### src/rtl/core/sghb_pkg.sv
// Shared constants, types and helper functions of the hat basis unit.
`default_nettype none
package sghb_pkg;

	localparam int MAX_GRID_POINTS = 1024;
	localparam int MAX_DIMS        = 8;
	localparam int GP_W            = $clog2(MAX_GRID_POINTS);
	localparam int DIM_W           = $clog2(MAX_DIMS);
	localparam int LUT_AW          = GP_W + DIM_W;
	localparam int ACC_W           = 48;
	localparam int LEV_MAX         = 16;

	// One in Q1.16.
	localparam logic [16:0] ONE_Q16 = 17'h10000;

	// Input item modes.
	localparam logic [1:0] MODE_GRID    = 2'd0;
	localparam logic [1:0] MODE_SURPLUS = 2'd1;
	localparam logic [1:0] MODE_COORD   = 2'd2;
	localparam logic [1:0] MODE_RDCLR   = 2'd3;

	// Configuration register indexes.
	localparam logic [1:0] CFG_GRID_POINTS = 2'd0;
	localparam logic [1:0] CFG_DIMS        = 2'd1;
	localparam logic [1:0] CFG_DIRECTION   = 2'd2;

	// Commands from the controller to the datapath.
	typedef struct packed {
		logic              take;
		logic              acc_rd;
		logic [GP_W-1:0]   acc_raddr;
		logic              acc_we;
		logic [GP_W-1:0]   acc_waddr;
		logic              acc_wsel_sum;
		logic              lut_rd;
		logic [LUT_AW-1:0] lut_addr;
		logic [DIM_W-1:0]  dim_sel;
		logic              hat_en;
		logic              basis_init;
		logic              basis_mul;
		logic              prod_en;
		logic              sum_clr;
		logic              sum_add;
		logic              dir;
		logic              out_load;
		logic              out_sel_walk;
		logic [GP_W-1:0]   rc_point;
	} sghb_cmd_t;

	// Status from the datapath to the controller.
	typedef struct packed {
		logic slot_free;
	} sghb_sts_t;

	// Saturate a 49-bit sum to the signed 48-bit range.
	function automatic logic [ACC_W-1:0] sat48(input logic [ACC_W:0] s);
		logic [ACC_W-1:0] r;
		if (s[ACC_W] != s[ACC_W-1]) begin
			r = s[ACC_W] ? {1'b1, {(ACC_W-1){1'b0}}} : {1'b0, {(ACC_W-1){1'b1}}};
		end else begin
			r = s[ACC_W-1:0];
		end
		return r;
	endfunction

endpackage
`default_nettype wire

### src/rtl/core/sghb_ctrl.sv
// Controller: configuration registers, clearing pass and grid walk sequencer.
`default_nettype none
module sghb_ctrl (
	input  wire                   clk,
	input  wire                   arst_n,
	input  wire                   in_valid,
	output logic                  in_stall,
	input  wire [1:0]             mode,
	input  wire [9:0]             point,
	input  wire                   last_dim,
	input  wire                   cfg_we,
	input  wire [1:0]             cfg_index,
	input  wire [10:0]            cfg_data,
	output sghb_pkg::sghb_cmd_t   cmd,
	input  sghb_pkg::sghb_sts_t   sts
);
	import sghb_pkg::*;

	localparam logic [3:0] S_CLR  = 4'd0;
	localparam logic [3:0] S_IDLE = 4'd1;
	localparam logic [3:0] S_RC   = 4'd2;
	localparam logic [3:0] S_PT   = 4'd3;
	localparam logic [3:0] S_RD   = 4'd4;
	localparam logic [3:0] S_HAT  = 4'd5;
	localparam logic [3:0] S_MUL  = 4'd6;
	localparam logic [3:0] S_PROD = 4'd7;
	localparam logic [3:0] S_ADD  = 4'd8;
	localparam logic [3:0] S_FIN  = 4'd9;

	logic [3:0]       state_q, state_d;
	logic [GP_W-1:0]  j_q, j_d;
	logic [DIM_W-1:0] d_q, d_d;
	logic [GP_W-1:0]  pt_q, pt_d;
	logic [10:0]      gp_cfg_q;
	logic [3:0]       dims_cfg_q;
	logic             dir_q;
	logic [10:0]      ng;
	logic [3:0]       nd;
	logic             take;
	logic             last_point;
	logic             last_d;

	// Configuration registers.
	always_ff @(posedge clk or negedge arst_n) begin
		if (!arst_n) begin
			gp_cfg_q   <= 11'(MAX_GRID_POINTS);
			dims_cfg_q <= 4'(MAX_DIMS);
			dir_q      <= 1'b0;
		end else if (cfg_we) begin
			unique case (cfg_index)
				CFG_GRID_POINTS: gp_cfg_q   <= cfg_data;
				CFG_DIMS:        dims_cfg_q <= cfg_data[3:0];
				CFG_DIRECTION:   dir_q      <= cfg_data[0];
				default: ;
			endcase
		end
	end

	assign ng = (gp_cfg_q > 11'(MAX_GRID_POINTS)) ? 11'(MAX_GRID_POINTS) : gp_cfg_q;
	assign nd = (dims_cfg_q > 4'(MAX_DIMS)) ? 4'(MAX_DIMS) : dims_cfg_q;

	assign take       = in_valid && (state_q == S_IDLE);
	assign in_stall   = (state_q != S_IDLE);
	assign last_point = ({1'b0, j_q} == ng - 11'd1);
	assign last_d     = ({1'b0, d_q} == nd - 4'd1);

	// Next state and datapath commands.
	always_comb begin
		state_d = state_q;
		j_d     = j_q;
		d_d     = d_q;
		pt_d    = pt_q;
		cmd              = '0;
		cmd.take         = take;
		cmd.dir          = dir_q;
		cmd.acc_raddr    = (state_q == S_IDLE) ? point : j_q;
		cmd.acc_waddr    = j_q;
		cmd.lut_addr     = {j_q, d_q};
		cmd.dim_sel      = d_q;
		cmd.rc_point     = pt_q;
		unique case (state_q)
			S_CLR: begin
				// Clearing pass over the accumulators after reset.
				cmd.acc_we = 1'b1;
				j_d        = j_q + 1'b1;
				if (j_q == GP_W'(MAX_GRID_POINTS - 1)) begin
					j_d     = '0;
					state_d = S_IDLE;
				end
			end
			S_IDLE: begin
				if (take) begin
					if (mode == MODE_RDCLR) begin
						cmd.acc_rd = 1'b1;
						pt_d       = point;
						state_d    = S_RC;
					end else if (mode == MODE_COORD && last_dim) begin
						cmd.sum_clr = 1'b1;
						j_d         = '0;
						if (ng == 11'd0) begin
							state_d = dir_q ? S_FIN : S_IDLE;
						end else begin
							state_d = S_PT;
						end
					end
				end
			end
			S_RC: begin
				if (sts.slot_free) begin
					cmd.out_load  = 1'b1;
					cmd.acc_we    = 1'b1;
					cmd.acc_waddr = pt_q;
					state_d       = S_IDLE;
				end
			end
			S_PT: begin
				cmd.acc_rd     = 1'b1;
				cmd.basis_init = 1'b1;
				d_d            = '0;
				state_d        = (nd == 4'd0) ? S_PROD : S_RD;
			end
			S_RD: begin
				cmd.lut_rd = 1'b1;
				state_d    = S_HAT;
			end
			S_HAT: begin
				cmd.hat_en = 1'b1;
				state_d    = S_MUL;
			end
			S_MUL: begin
				cmd.basis_mul = 1'b1;
				if (last_d) begin
					state_d = S_PROD;
				end else begin
					d_d     = d_q + 1'b1;
					state_d = S_RD;
				end
			end
			S_PROD: begin
				cmd.prod_en = 1'b1;
				state_d     = S_ADD;
			end
			S_ADD: begin
				cmd.acc_we       = !dir_q;
				cmd.acc_wsel_sum = 1'b1;
				cmd.sum_add      = dir_q;
				if (last_point) begin
					state_d = dir_q ? S_FIN : S_IDLE;
				end else begin
					j_d     = j_q + 1'b1;
					state_d = S_PT;
				end
			end
			S_FIN: begin
				if (sts.slot_free) begin
					cmd.out_load     = 1'b1;
					cmd.out_sel_walk = 1'b1;
					state_d          = S_IDLE;
				end
			end
			default: begin
				state_d = S_IDLE;
			end
		endcase
	end

	always_ff @(posedge clk or negedge arst_n) begin
		if (!arst_n) begin
			state_q <= S_CLR;
			j_q     <= '0;
			d_q     <= '0;
			pt_q    <= '0;
		end else begin
			state_q <= state_d;
			j_q     <= j_d;
			d_q     <= d_d;
			pt_q    <= pt_d;
		end
	end

endmodule
`default_nettype wire

### config.mk
export PLATFORM = sky130hd
export DESIGN_NAME = sghb_ctrl
export DESIGN_NICKNAME = d
export VERILOG_FILES = /design/src/rtl/core/sghb_pkg.sv /design/src/rtl/core/sghb_ctrl.sv
export SDC_FILE = /design/constraint.sdc
export NUM_CORES = 1
export LEC_CHECK = 0
export ABC_AREA = 1
export BUFFER_PORTS_ARGS = -buffer_cell sky130_fd_sc_hd__buf_4
export CAP_MARGIN = 0
export CORE_MARGIN = 1.5
export CORE_UTILIZATION = 30
export CTS_BUF_LIST = sky130_fd_sc_hd__clkbuf_2
export CTS_CLUSTER_SIZE = 25
export DETAILED_ROUTE_END_ITERATION = 16
export PLACE_DENSITY = 0.57
export SLEW_MARGIN = 30
export SYNTH_ARGS = -nofsm -noshare
export SYNTH_HDL_FRONTEND = slang
export SYNTH_SLANG_ARGS = --single-unit
### constraint.sdc
create_clock -name clk -period 2.9 [get_ports clk]
set_clock_uncertainty 0.2 [all_clocks]
set_input_delay 0.58 -clock clk [delete_from_list [all_inputs] [get_ports clk]]
set_output_delay 0.58 -clock clk [all_outputs]
set_load 0.05 [all_outputs]
==> results of run 1 <==
==> through the flow <==
step / setup TNS (ps) / util (%)
after floorplan: 0 / -
after global placement: 0 / 39.2
after detailed placement: 0 / 39.2
after CTS: 0 / 39.7
after global routing: -52.7 / 40.8
final: 0 / 40.8
==> what timing repair did <==
action	4_1_cts	5_1_grt
pin swaps	0	4
buffers inserted	0	7
hold buffers	1	0
resized for setup	1	14
setup endpoints to repair	11	32
hold endpoints to repair	41	0
==> registers in the layout (all words and copies together), names as in the netlist <==
register	count
gp_cfg_q	11
j_q	10
pt_q	10
dims_cfg_q	4
state_q	4
d_q	3
dir_q	1
==> logic make-up (layout without fill, tap and decap cells) <==
kind of cell	count (synthesis)	count (layout)
AND/OR/NAND/NOR	250	250
buffers and inverters	69	175
AO/OA/AOI/OAI	57	57
flip-flops	43	43
multiplexers	16	16
XOR/XNOR	13	13
adder cells (fa/ha/maj)	4	4
==> worst paths after layout <==
check,start,slack [ps],endpoint,depth (start not counted)
min in group asynchronous,arst_n,450,pt_q[1]$_DFFE_PN0P_,2
setup reg to reg,gp_cfg_q[7]$_DFFE_PN0P_,200,j_q[6]$_DFFE_PN0P_,15
hold / removal,cfg_data[10],170,gp_cfg_q[10]$_DFFE_PN1P_,3
max in group asynchronous,arst_n,1620,dims_cfg_q[0]$_DFFE_PN0P_,2
hold reg to reg,dims_cfg_q[3]$_DFFE_PN1P_,320,dims_cfg_q[3]$_DFFE_PN1P_,2
setup / recovery,state_q[2]$_DFFE_PN0P_,160,cmd[42],7
==> worst reg2reg max path, cell delays in order (launching register included) <==
cell     delay [ps]
dfrtp_1         440
nor2_2          120
nand3_1         110
o21ai_2         230
nand2_2          80
ha_1            300
xnor2_1         140
nor2_2          140
nand3_1          80
nor2_1          110
nand2_1          80
nor2_2          150
nand3_4         120
buf_4           160
nand3_1          70
nand2_1          70
==> area by class of cell <==
type / count / area, um^2 / share of cell area (%)
timing repair buffer: 116 / 885 / 21.2
sequential: 43 / 1080 / 25.8
clock buffer: 6 / 30.0 / 0.720
clock inverter: 2 / 12.5 / 0.300
multi-input combinational: 340 / 1810 / 43.3
tap: 136 / 170 / 4.08
inverter: 51 / 191 / 4.59
==> per-layer routing <==
metal | routed length (um) | vias up | global-route usage [%]
li1 | - | 1666 | -
met1 | 4260 | 1490 | 22.6
met2 | 4290 | 99 | 28.0
met3 | 518 | 11 | 2.74
met4 | 149 | 0 | 5.28
met5 | 0 | - | 0
==> cell usage in the layout (no fill, tap or decap), types with 2 or more instances in the layout <==
master / n
xnor2_1: 3
dfstp_2: 2
buf_4: 112
mux2_2: 16
nand3_1: 41
a211oi_1: 3
nand4_1: 3
inv_2: 3
a21oi_1: 19
nand2_2: 5
nand3_2: 6
clkbuf_2: 6
nor2_1: 51
nor2_2: 7
buf_6: 3
ha_1: 4
dfrtp_1: 41
nand3b_1: 5
inv_1: 47
nand2_1: 119
o21ai_0: 26
xor2_1: 10
nor3_1: 6
o31ai_1: 3
==> power by group through the flow <==
stage,registers [mW],logic (mW),clock network (mW)
after floorplan,1.26,1.65,0
after global placement,0.936,2.76,0
after detailed placement,0.942,2.78,0
after CTS,0.928,2.79,0.285
after global routing,0.956,3.12,0.299
final,0.928,2.89,0.271
==> results by group, run 1 <==
Status
  • Outcome: finished, final reports clean

Logic synthesis
  • EDFF count, synth: 0
  • FF+latch count, synth: 43
  • Synth Area in Adders: 1.60%
  • Share of the synthesized area in the top cell type: 32.9%
  • Ys flop type: dfrtp_1
  • Compound-Gate Fraction of Synth Area: 10.2%
  • Synth area leaders: dfrtp_1 (33%), nand2_1 (14%), nor2_1 (7.0%), nand3_1 (6.7%), mux2_2 (5.8%)
  • Simple-Gate Fraction of Synth Area: 34.8%
  • Post-synth top cells: nand2_1 (120), nor2_1 (58), inv_1 (47)
  • Area leader, netlist: dfrtp_1
  • Post-synth net total: 487
  • Xor-xnor portion of the synthesized cell area: 3.65%
  • Largest family of logic cells by synthesized area: simple AND/OR/NAND/NOR gates
  • Distinct cell type count of the synthesized netlist: 34
  • Yosys Warn Count: 0
  • Most numerous cell in the Yosys netlist: nand2_1
  • Gate Count Post-Synth: 452
  • Sequential share of the synthesized area: 34.5%
  • FFs w/ async S/R, synth: 100%
  • Mean Syn Cell Area: 6.91 um^2
  • Portion of netlist area occupied by mux cells: 5.77%
  • Synth Cell Area: 0.00312 mm^2

Timing
  • Final worst path period share: 94.3%
  • Final Hold Fails: 0
  • Worst slew margin relative to its limit: 56.0%
  • Minimum clock period: 2740 ps
  • Worst Max-Slew Pin Slew: 655 ps
  • Max frequency: 365 MHz
  • Max Slew Vio Count: 0
  • # setup viols final: 0
  • Final Worst Setup Slack: 164 ps
  • Worst hold slack: 165 ps

Global route
  • Pin count of the biggest net entering global routing: 44
  • Total track usage: 17.0%
  • Via count of the first global-routing pass: 3,089
  • First-pass GRT wire length: 15,000 um
  • Grt total ovfl: 0
  • Initial antenna violation count: 0

Floorplan
  • Core Area: 0.0102 mm^2
  • Core Rows: 37
  • DIE WIDTH: 105 um
  • Starting Density: 30.5%
  • # IOs: 92
  • Total die area: 0.0110 mm^2
  • Die Y-Extent: 105 um

Final layout
  • Fill count: 1,048
  • Area added between synthesis and finish: 33.7%
  • Nets@finish: 592
  • Design Area, Final: 0.00417 mm^2
  • Final cell count without fillers: 694
  • Number of inserted diodes: 0
  • Layout cells sized above 1: 30.5%

Setup path
  • Crit-path slowest cell: dfrtp_1
  • Critical path, cell by cell: nor2_1 -> inv_1 -> nor3_2 -> nand2_1 -> buf_6 -> a21oi_1 -> buf_4
  • Arr. time, crit path: 1960 ps
  • Critical path buffers and inverters: 3
  • Kind of cell with the highest combined delay on the critical path: buffers and inverters
  • Setup crit start kind: flip-flop
  • Slowest Stage Delay on Critical Path: 460 ps
  • CP required: 2120 ps
  • Crit. End Element: output port
  • Critical path class: flip-flop to output port
  • Crit path max fanout: 20

Clock network
  • Root Driver: clkbuf_2
  • CTS Buffer Depth: 2
  • CTS Sinks: 43
  • Later-pin clock latency in the skew report: 430 ps
  • Clk slew on worst S/H paths: 240 ps
  • CTS tree: done
  • CTS H-tree lvls: 2
  • Num CTS Buffers: 5

Power and ir drop
  • Clk pwr share: 6.6%
  • LEAKAGE: 2.13 nW
  • Switching pwr: 2.36 mW
  • Register share of total power: 22.7%
  • Comb pwr share: 70.7%
  • Cell-internal power: 1.73 mW
  • Final Power: 4.09 mW
  • Net Sw Frac: 57.8%
  • PwrDens: 980 mW/mm^2
  • Max VDD drop: 456 uV

Detailed routing
  • Routed vias/inst: 4.71
  • Final WL: 9220 um
  • DR vias: 3,266
  • DRC viols: 0
  • Routed Antenna Nets: 0
  • Drt wl/cell: 13.3 um
  • DR iter-0 viols: 226
  • TritonRoute pass-1 iters: 6

Job
  • Max-Cap Viols: 0

Placed design
  • DP Area: 0.00401 mm^2
  • # port buffers: 91
  • Routability congestion estimate: 0.888
  • Hpwl dp: 7320 um
  • Worst slack at placement: 110 ps
  • Inst Count DP: 678

Worst hold path
  • Min-Delay Path Class: input port to flip-flop
Note: power is estimated with default switching activity, not from simulation.
==> run 2: changes to the inputs <==
==> constraint.sdc (replaced) <==
create_clock -name clk -period 2.9 [get_ports clk]
set_clock_uncertainty 0.2 [all_clocks]
set_input_delay 0.435 -clock clk [delete_from_list [all_inputs] [get_ports clk]]
set_output_delay 0.435 -clock clk [all_outputs]
set_load 0.05 [all_outputs]
==> results by group, run 2 (synthesized netlist as in run 1, its figures left out) <==
Floorplan
  • Starting Density: 30.5% (unchanged)
  • # IOs: 92 (unchanged)
  • Core Area: 0.0102 mm^2 (unchanged)
  • Total die area: 0.0110 mm^2 (unchanged)
  • Core Rows: 37 (unchanged)
  • Die Y-Extent: 105 um (unchanged)
  • DIE WIDTH: 105 um (unchanged)

Job
  • Max-Cap Viols: 0 (unchanged)

Setup path
  • Reg-to-reg slack, setup: 200 ps (about the same)
  • Setup crit start kind: flip-flop
  • Critical path class: flip-flop to flip-flop
  • Crit. End Element: flip-flop
  • Crit path max fanout: 9 (-55%)
  • Arr. time, crit path: 2850 ps (+890 ps)
  • CP required: 3060 ps (+940 ps)

Final layout
  • Commonest cells after routing, fill and taps aside: nand2_1 (119), buf_4 (107), nor2_1 (55)
  • Fill count: 1,090 (+4.0%)
  • Nets@finish: 587 (-0.84%)
  • Largest regs: gp_cfg_q x11, j_q x10, pt_q x10
  • Number of inserted diodes: 0 (unchanged)
  • Number of flip-flops in the largest register: 11 (unchanged)
  • Layout cells sized above 1: 28.6% (-1.9 points)
  • Commonest non-fill, non-tap cell in the layout: nand2_1
  • Area added between synthesis and finish: 31.7%
  • Largest register by flop count: gp_cfg_q
  • Design Area, Final: 0.00411 mm^2 (-1.5%)

Power and ir drop
  • Max VDD drop: 415 uV (-9.0%)
  • Clk pwr share: 6.4% (-0.2 points)
  • Cell-internal power: 1.68 mW (-2.9%)
  • Comb pwr share: 70.5% (-0.2 points)
  • Register share of total power: 23.1% (+0.4 points)
  • Switching pwr: 2.35 mW (-0.34%)
  • Net Sw Frac: 58.4% (+0.63 points)
  • PwrDens: 980 mW/mm^2 (about the same)
  • LEAKAGE: 2.11 nW (-0.95%)

Clock network
  • CTS tree: done
  • CTS H-tree lvls: 2 (unchanged)
  • Clk slew on worst S/H paths: 230 ps (about the same)
  • CTS Sinks: 43 (unchanged)
  • CTS Buffer Depth: 2 (unchanged)
  • Num CTS Buffers: 5 (unchanged)
  • Root Driver: clkbuf_2
  • Later-pin clock latency in the skew report: 430 ps (about the same)

Placed design
  • Worst slack at placement: 135 ps (+25.2 ps)
  • Routability congestion estimate: 0.856 (-3.6%)
  • # port buffers: 91 (unchanged)
  • Hpwl dp: 7350 um (+0.49%)
  • DP Area: 0.00399 mm^2 (-0.56%)

Global route
  • First-pass GRT wire length: 15,400 um (+2.5%)
  • Total track usage: 17.2% (+0.29 points)
  • Grt total ovfl: 0 (unchanged)
  • Via count of the first global-routing pass: 3,146 (+1.8%)
  • Initial antenna violation count: 0 (unchanged)
  • Pin count of the biggest net entering global routing: 44 (unchanged)

Timing
  • Max frequency: 371 MHz (+1.4%)
  • Final Worst Setup Slack: 202 ps (+37.6 ps)
  • Worst slew margin relative to its limit: 56.6% (+0.62 points)
  • Final Hold Fails: 0 (unchanged)
  • Minimum clock period: 2700 ps (-37.6 ps)
  • Max Slew Vio Count: 0 (unchanged)
  • Post-Route Setup TNS: 0 ps (unchanged)
  • Worst Max-Slew Pin Slew: 646 ps (-9.22 ps)
  • Final worst path period share: 93.1% (-1.3 points)
  • # setup viols final: 0 (unchanged)

Detailed routing
  • TritonRoute pass-1 iters: 8 (+2)
  • DR vias: 3,344 (+2.4%)
  • Final WL: 9530 um (+3.3%)
  • DR iter-0 viols: 222 (-1.8%)
  • Routed vias/inst: 4.85 (+3.1%)
  • Drt wl/cell: 13.8 um (+4.1%)
  • DRC viols: 0 (unchanged)
  • Routed Antenna Nets: 0 (unchanged)

Worst hold path
  • Min-Delay Path Class: input port to flip-flop

Status
  • Outcome: finished, final reports clean
==> run 2: cell types whose count changed in the layout (fill, tap and decap cells not counted), moves of 3 or more <==
cell | previous run | this run
dlygate4sd3_1 | 1 | 4
nor2_1 | 51 | 55
buf_4 | 112 | 107
nor2_2 | 7 | 4
buf_6 | 3 | 0
==> run 2: worst max-delay path: stages, from the launching register on <==
cell and delay (ps):
dfrtp_1 450, nor2_1 140, nand3_1 100, o21ai_2 230
nand2_2 80, ha_1 230, xor2_1 170, xor2_1 160
inv_1 60, nand2_1 50, nor2_1 100, nand2_1 60
nor2_1 110, nand3_2 130, buf_4 220, nand3_1 80
nand2_1 60
==> run 2: final timing paths <==
check | cells past startpoint | from | to
max | 16 | gp_cfg_q[3]$_DFFE_PN0P_ | j_q[6]$_DFFE_PN0P_
min | 2 | cfg_data[9] | gp_cfg_q[9]$_DFFE_PN0P_
max reg2reg | 16 | gp_cfg_q[3]$_DFFE_PN0P_ | j_q[6]$_DFFE_PN0P_
min reg2reg | 2 | dims_cfg_q[3]$_DFFE_PN1P_ | dims_cfg_q[3]$_DFFE_PN1P_
max in group asynchronous | 2 | arst_n | state_q[0]$_DFFE_PN0P_
min in group asynchronous | 2 | arst_n | j_q[2]$_DFFE_PN0P_
==> run 2: per-stage QoR <==
stage / hold slack (ps) / util (%) / instances / power, mW
finish: 25.2 / 40.2 / 689 / 4.03
global route: 6.36 / 40.2 / 689 / 4.31
CTS: 1.98 / 39.5 / 684 / 4.01
detailed placement: 277 / 39.0 / 675 / 3.74
global placement: 271 / 39.0 / 675 / 3.70
floorplan: -60.6 / - / 452 / 2.91
==> run 2: area by class of cell <==
cell class / count / area (um^2) / area share (%)
timing repair buffer: 111 / 843 / 20.5
clock buffer: 6 / 30.0 / 0.730
sequential: 43 / 1080 / 26.3
tap: 136 / 170 / 4.14
clock inverter: 2 / 8.76 / 0.213
multi-input combinational: 340 / 1790 / 43.5
inverter: 51 / 191 / 4.66
==> run 2: power groups by stage <==
stage | Combinational, mW | Sequential, mW | Clock [mW]
floorplan | 1.65 | 1.26 | 0
global placement | 2.77 | 0.928 | 0
detailed placement | 2.80 | 0.941 | 0
CTS | 2.81 | 0.927 | 0.273
global route | 3.07 | 0.955 | 0.290
finish | 2.84 | 0.931 | 0.259
==> run 2: what timing repair did <==
action	4_1_cts	5_1_grt
pin swaps	0	1
endpoints found under the hold margin	41	3
gates resized for setup	1	8
buffers inserted	0	2
setup endpoints to repair	8	23
hold buffers	1	3
gates cloned	0	0
==> run 2: per-layer routing <==
metal	routed length [um]	track usage [%]
met1	4520	22.7
met2	4420	28.4
met3	466	3.37
met4	115	5.38
met5	0	0
==> run 3: changes to the inputs <==
==> constraint.sdc (replaced) <==
create_clock -name clk -period 3.4 [get_ports clk]
set_clock_uncertainty 0.2 [all_clocks]
set_input_delay 0.51 -clock clk [delete_from_list [all_inputs] [get_ports clk]]
set_output_delay 0.51 -clock clk [all_outputs]
set_load 0.05 [all_outputs]
==> results by group, run 3 (synthesized netlist as in run 1, its figures left out) <==
Final layout
  • Nets@finish: 571 (-2.7%)
  • Commonest non-fill, non-tap cell in the layout: nand2_1
  • Layout cells sized above 1: 26.1% (-2.5 points)
  • Largest register by flop count: gp_cfg_q
  • Design Area, Final: 0.00396 mm^2 (-3.7%)
  • Largest regs: gp_cfg_q x11, j_q x10, pt_q x10
  • Area added between synthesis and finish: 26.9%
  • Number of inserted diodes: 0 (unchanged)
  • Seq. cell area: 0.00108 mm^2 (-0.12%)
  • Commonest cells after routing, fill and taps aside: nand2_1 (119), buf_4 (94), nor2_1 (57)
  • Multi-input logic area: 0.00176 mm^2 (-1.5%)
  • Number of flip-flops in the largest register: 11 (unchanged)
  • Final cell count without fillers: 673 (-2.3%)
  • Fill count: 1,076 (-1.3%)

Placed design
  • DP Area: 0.00390 mm^2 (-2.2%)
  • Hpwl dp: 7280 um (-1.0%)
  • Inst Count DP: 664 (-1.6%)
  • Routability congestion estimate: 0.896 (+4.7%)
  • # port buffers: 91 (unchanged)

Timing
  • Final worst path period share: 89.7%
  • Minimum clock period: 3050 ps
  • Max frequency: 328 MHz
  • RSZ-0062 raised after global routing: no
  • # setup viols final: 0 (unchanged)
  • Worst hold slack: 88.0 ps (+62.7 ps)
  • Worst Max-Slew Pin Slew: 918 ps (+272 ps)
  • Max Slew Vio Count: 0 (unchanged)
  • Worst slew margin relative to its limit: 38.6% (-18 points)
  • Final Hold Fails: 0 (unchanged)
  • Post-Route Setup TNS: 0 ps (unchanged)

Setup path
  • Crit. End Element: output port
  • CP required: 2690 ps (-370 ps)
  • Reg2Reg Launch Point: gp_cfg_q[0]$_DFFE_PN0P_
  • Critical path startpoint: state_q[2]$_DFFE_PN0P_
  • Kind of cell with the highest combined delay on the critical path: simple AND/OR/NAND/NOR gates
  • Critical path class: flip-flop to output port
  • Arr. time, crit path: 2340 ps (-510 ps)
  • Crit-path slowest cell: dfrtp_1
  • Critical path buffers and inverters: 2 (unchanged)
  • Slowest Stage Delay on Critical Path: 470 ps (+20 ps)
  • Setup crit start kind: flip-flop
  • Critical path, cell by cell: nor2_1 -> inv_1 -> nor3_1 -> nand2_1 -> a21oi_1 -> buf_4
  • Crit path max fanout: 21 (+12)

Clock network
  • CTS H-tree lvls: 2 (unchanged)
  • Setup bufs post-CTS: 0 (unchanged)
  • CTS Sinks: 43 (unchanged)
  • CTS tree: done
  • Clk slew on worst S/H paths: 250 ps (+20 ps)
  • Root Driver: clkbuf_2
  • Later-pin clock latency in the skew report: 420 ps (about the same)
  • Num CTS Buffers: 5 (unchanged)
  • CTS Buffer Depth: 2 (unchanged)

Floorplan
  • Core Rows: 37 (unchanged)
  • Die Y-Extent: 105 um (unchanged)
  • Starting Density: 30.5% (unchanged)
  • Core Area: 0.0102 mm^2 (unchanged)
  • DIE WIDTH: 105 um (unchanged)
  • # IOs: 92 (unchanged)
  • Total die area: 0.0110 mm^2 (unchanged)

Worst hold path
  • Min-Delay Path Class: input port to flip-flop
  • Min-delay src: cfg_data[9]

Detailed routing
  • DR vias: 3,243 (-3.0%)
  • Drt wl/cell: 13.6 um (-1.3%)
  • Final WL: 9180 um (-3.6%)
  • Routed vias/inst: 4.82 (-0.71%)
  • TritonRoute pass-1 iters: 5 (-3)
  • Routed Antenna Nets: 0 (unchanged)
  • DR iter-0 viols: 235 (+5.9%)
  • DRC viols: 0 (unchanged)

Global route
  • Total track usage: 17.2% (-0.036 points)
  • First-pass GRT wire length: 15,400 um (about the same)
  • Grt total ovfl: 0 (unchanged)
  • Via count of the first global-routing pass: 3,150 (+0.13%)
  • Initial antenna violation count: 0 (unchanged)
  • Pin count of the biggest net entering global routing: 44 (unchanged)

Power and ir drop
  • Final Power: 3.35 mW (-17%)
  • Max VDD drop: 580 uV (+40%)
  • LEAKAGE: 2.03 nW (-4.1%)
  • PwrDens: 846 mW/mm^2 (-14%)

Status
  • Outcome: finished, final reports clean

Job
  • Max-Cap Viols: 0 (unchanged)
-- run 3: cell types whose count changed in the layout (fill, tap and decap cells not counted), sizes merged --
cell	before	now
clkinvlp	0	1
clkinv	3	2
buf	107	94
dlygate4sd3	4	1
-- run 3: area by class of cell --
type / count / area share [%]
clock inverters: 2 / 0.316
multi-input cells: 340 / 44.5
clock buffers: 6 / 0.758
flip-flops and latches: 43 / 27.2
repair buffers: 95 / 18.1
inverters: 51 / 4.83
well taps: 136 / 4.30
-- run 3: stage by stage --
step           util [%]  worst slack (ps)
2_1_floorplan         -               228
3_3_place_gp       38.1               475
3_5_place_dp       38.1               389
4_1_cts            38.6               130
5_1_grt            38.7              13.9
6_report           38.7               350
-- run 3: final timing paths --
kind / slack [ps] / endpoint / cells after the start
setup / recovery: 350 / cmd[45] / 6
hold / removal: 90 / gp_cfg_q[9]$_DFFE_PN0P_ / 2
setup reg to reg: 490 / j_q[5]$_DFFE_PN0P_ / 17
hold reg to reg: 310 / dims_cfg_q[3]$_DFFE_PN1P_ / 2
max in group asynchronous: 2220 / gp_cfg_q[10]$_DFFE_PN1P_ / 2
min in group asynchronous: 370 / j_q[7]$_DFFE_PN0P_ / 2
-- run 3: what timing repair did --
| action | in CTS | in global routing |
|---|---|---|
| hold buffers | 1 | 0 |
| hold endpoints to repair | 41 | 0 |
| endpoints found under the setup margin | 0 | 11 |
| resized for setup | 0 | 3 |
-- run 3: power breakdown --
part	total, mW	internal [mW]	switching, mW
Sequential	0.826	0.653	0.172
Clock	0.233	0.0523	0.181
Combinational	2.29	0.673	1.62
Total	3.35	1.38	1.97
-- run 3: layer usage --
| metal | vias up | track usage (%) | wire length (um) |
|---|---|---|---|
| li1 | 1623 | - | - |
| met1 | 1497 | 22.8 | 4260 |
| met2 | 109 | 28.2 | 4200 |
| met3 | 14 | 3.31 | 541 |
| met4 | 0 | 5.28 | 187 |
| met5 | - | 0 | 0 |
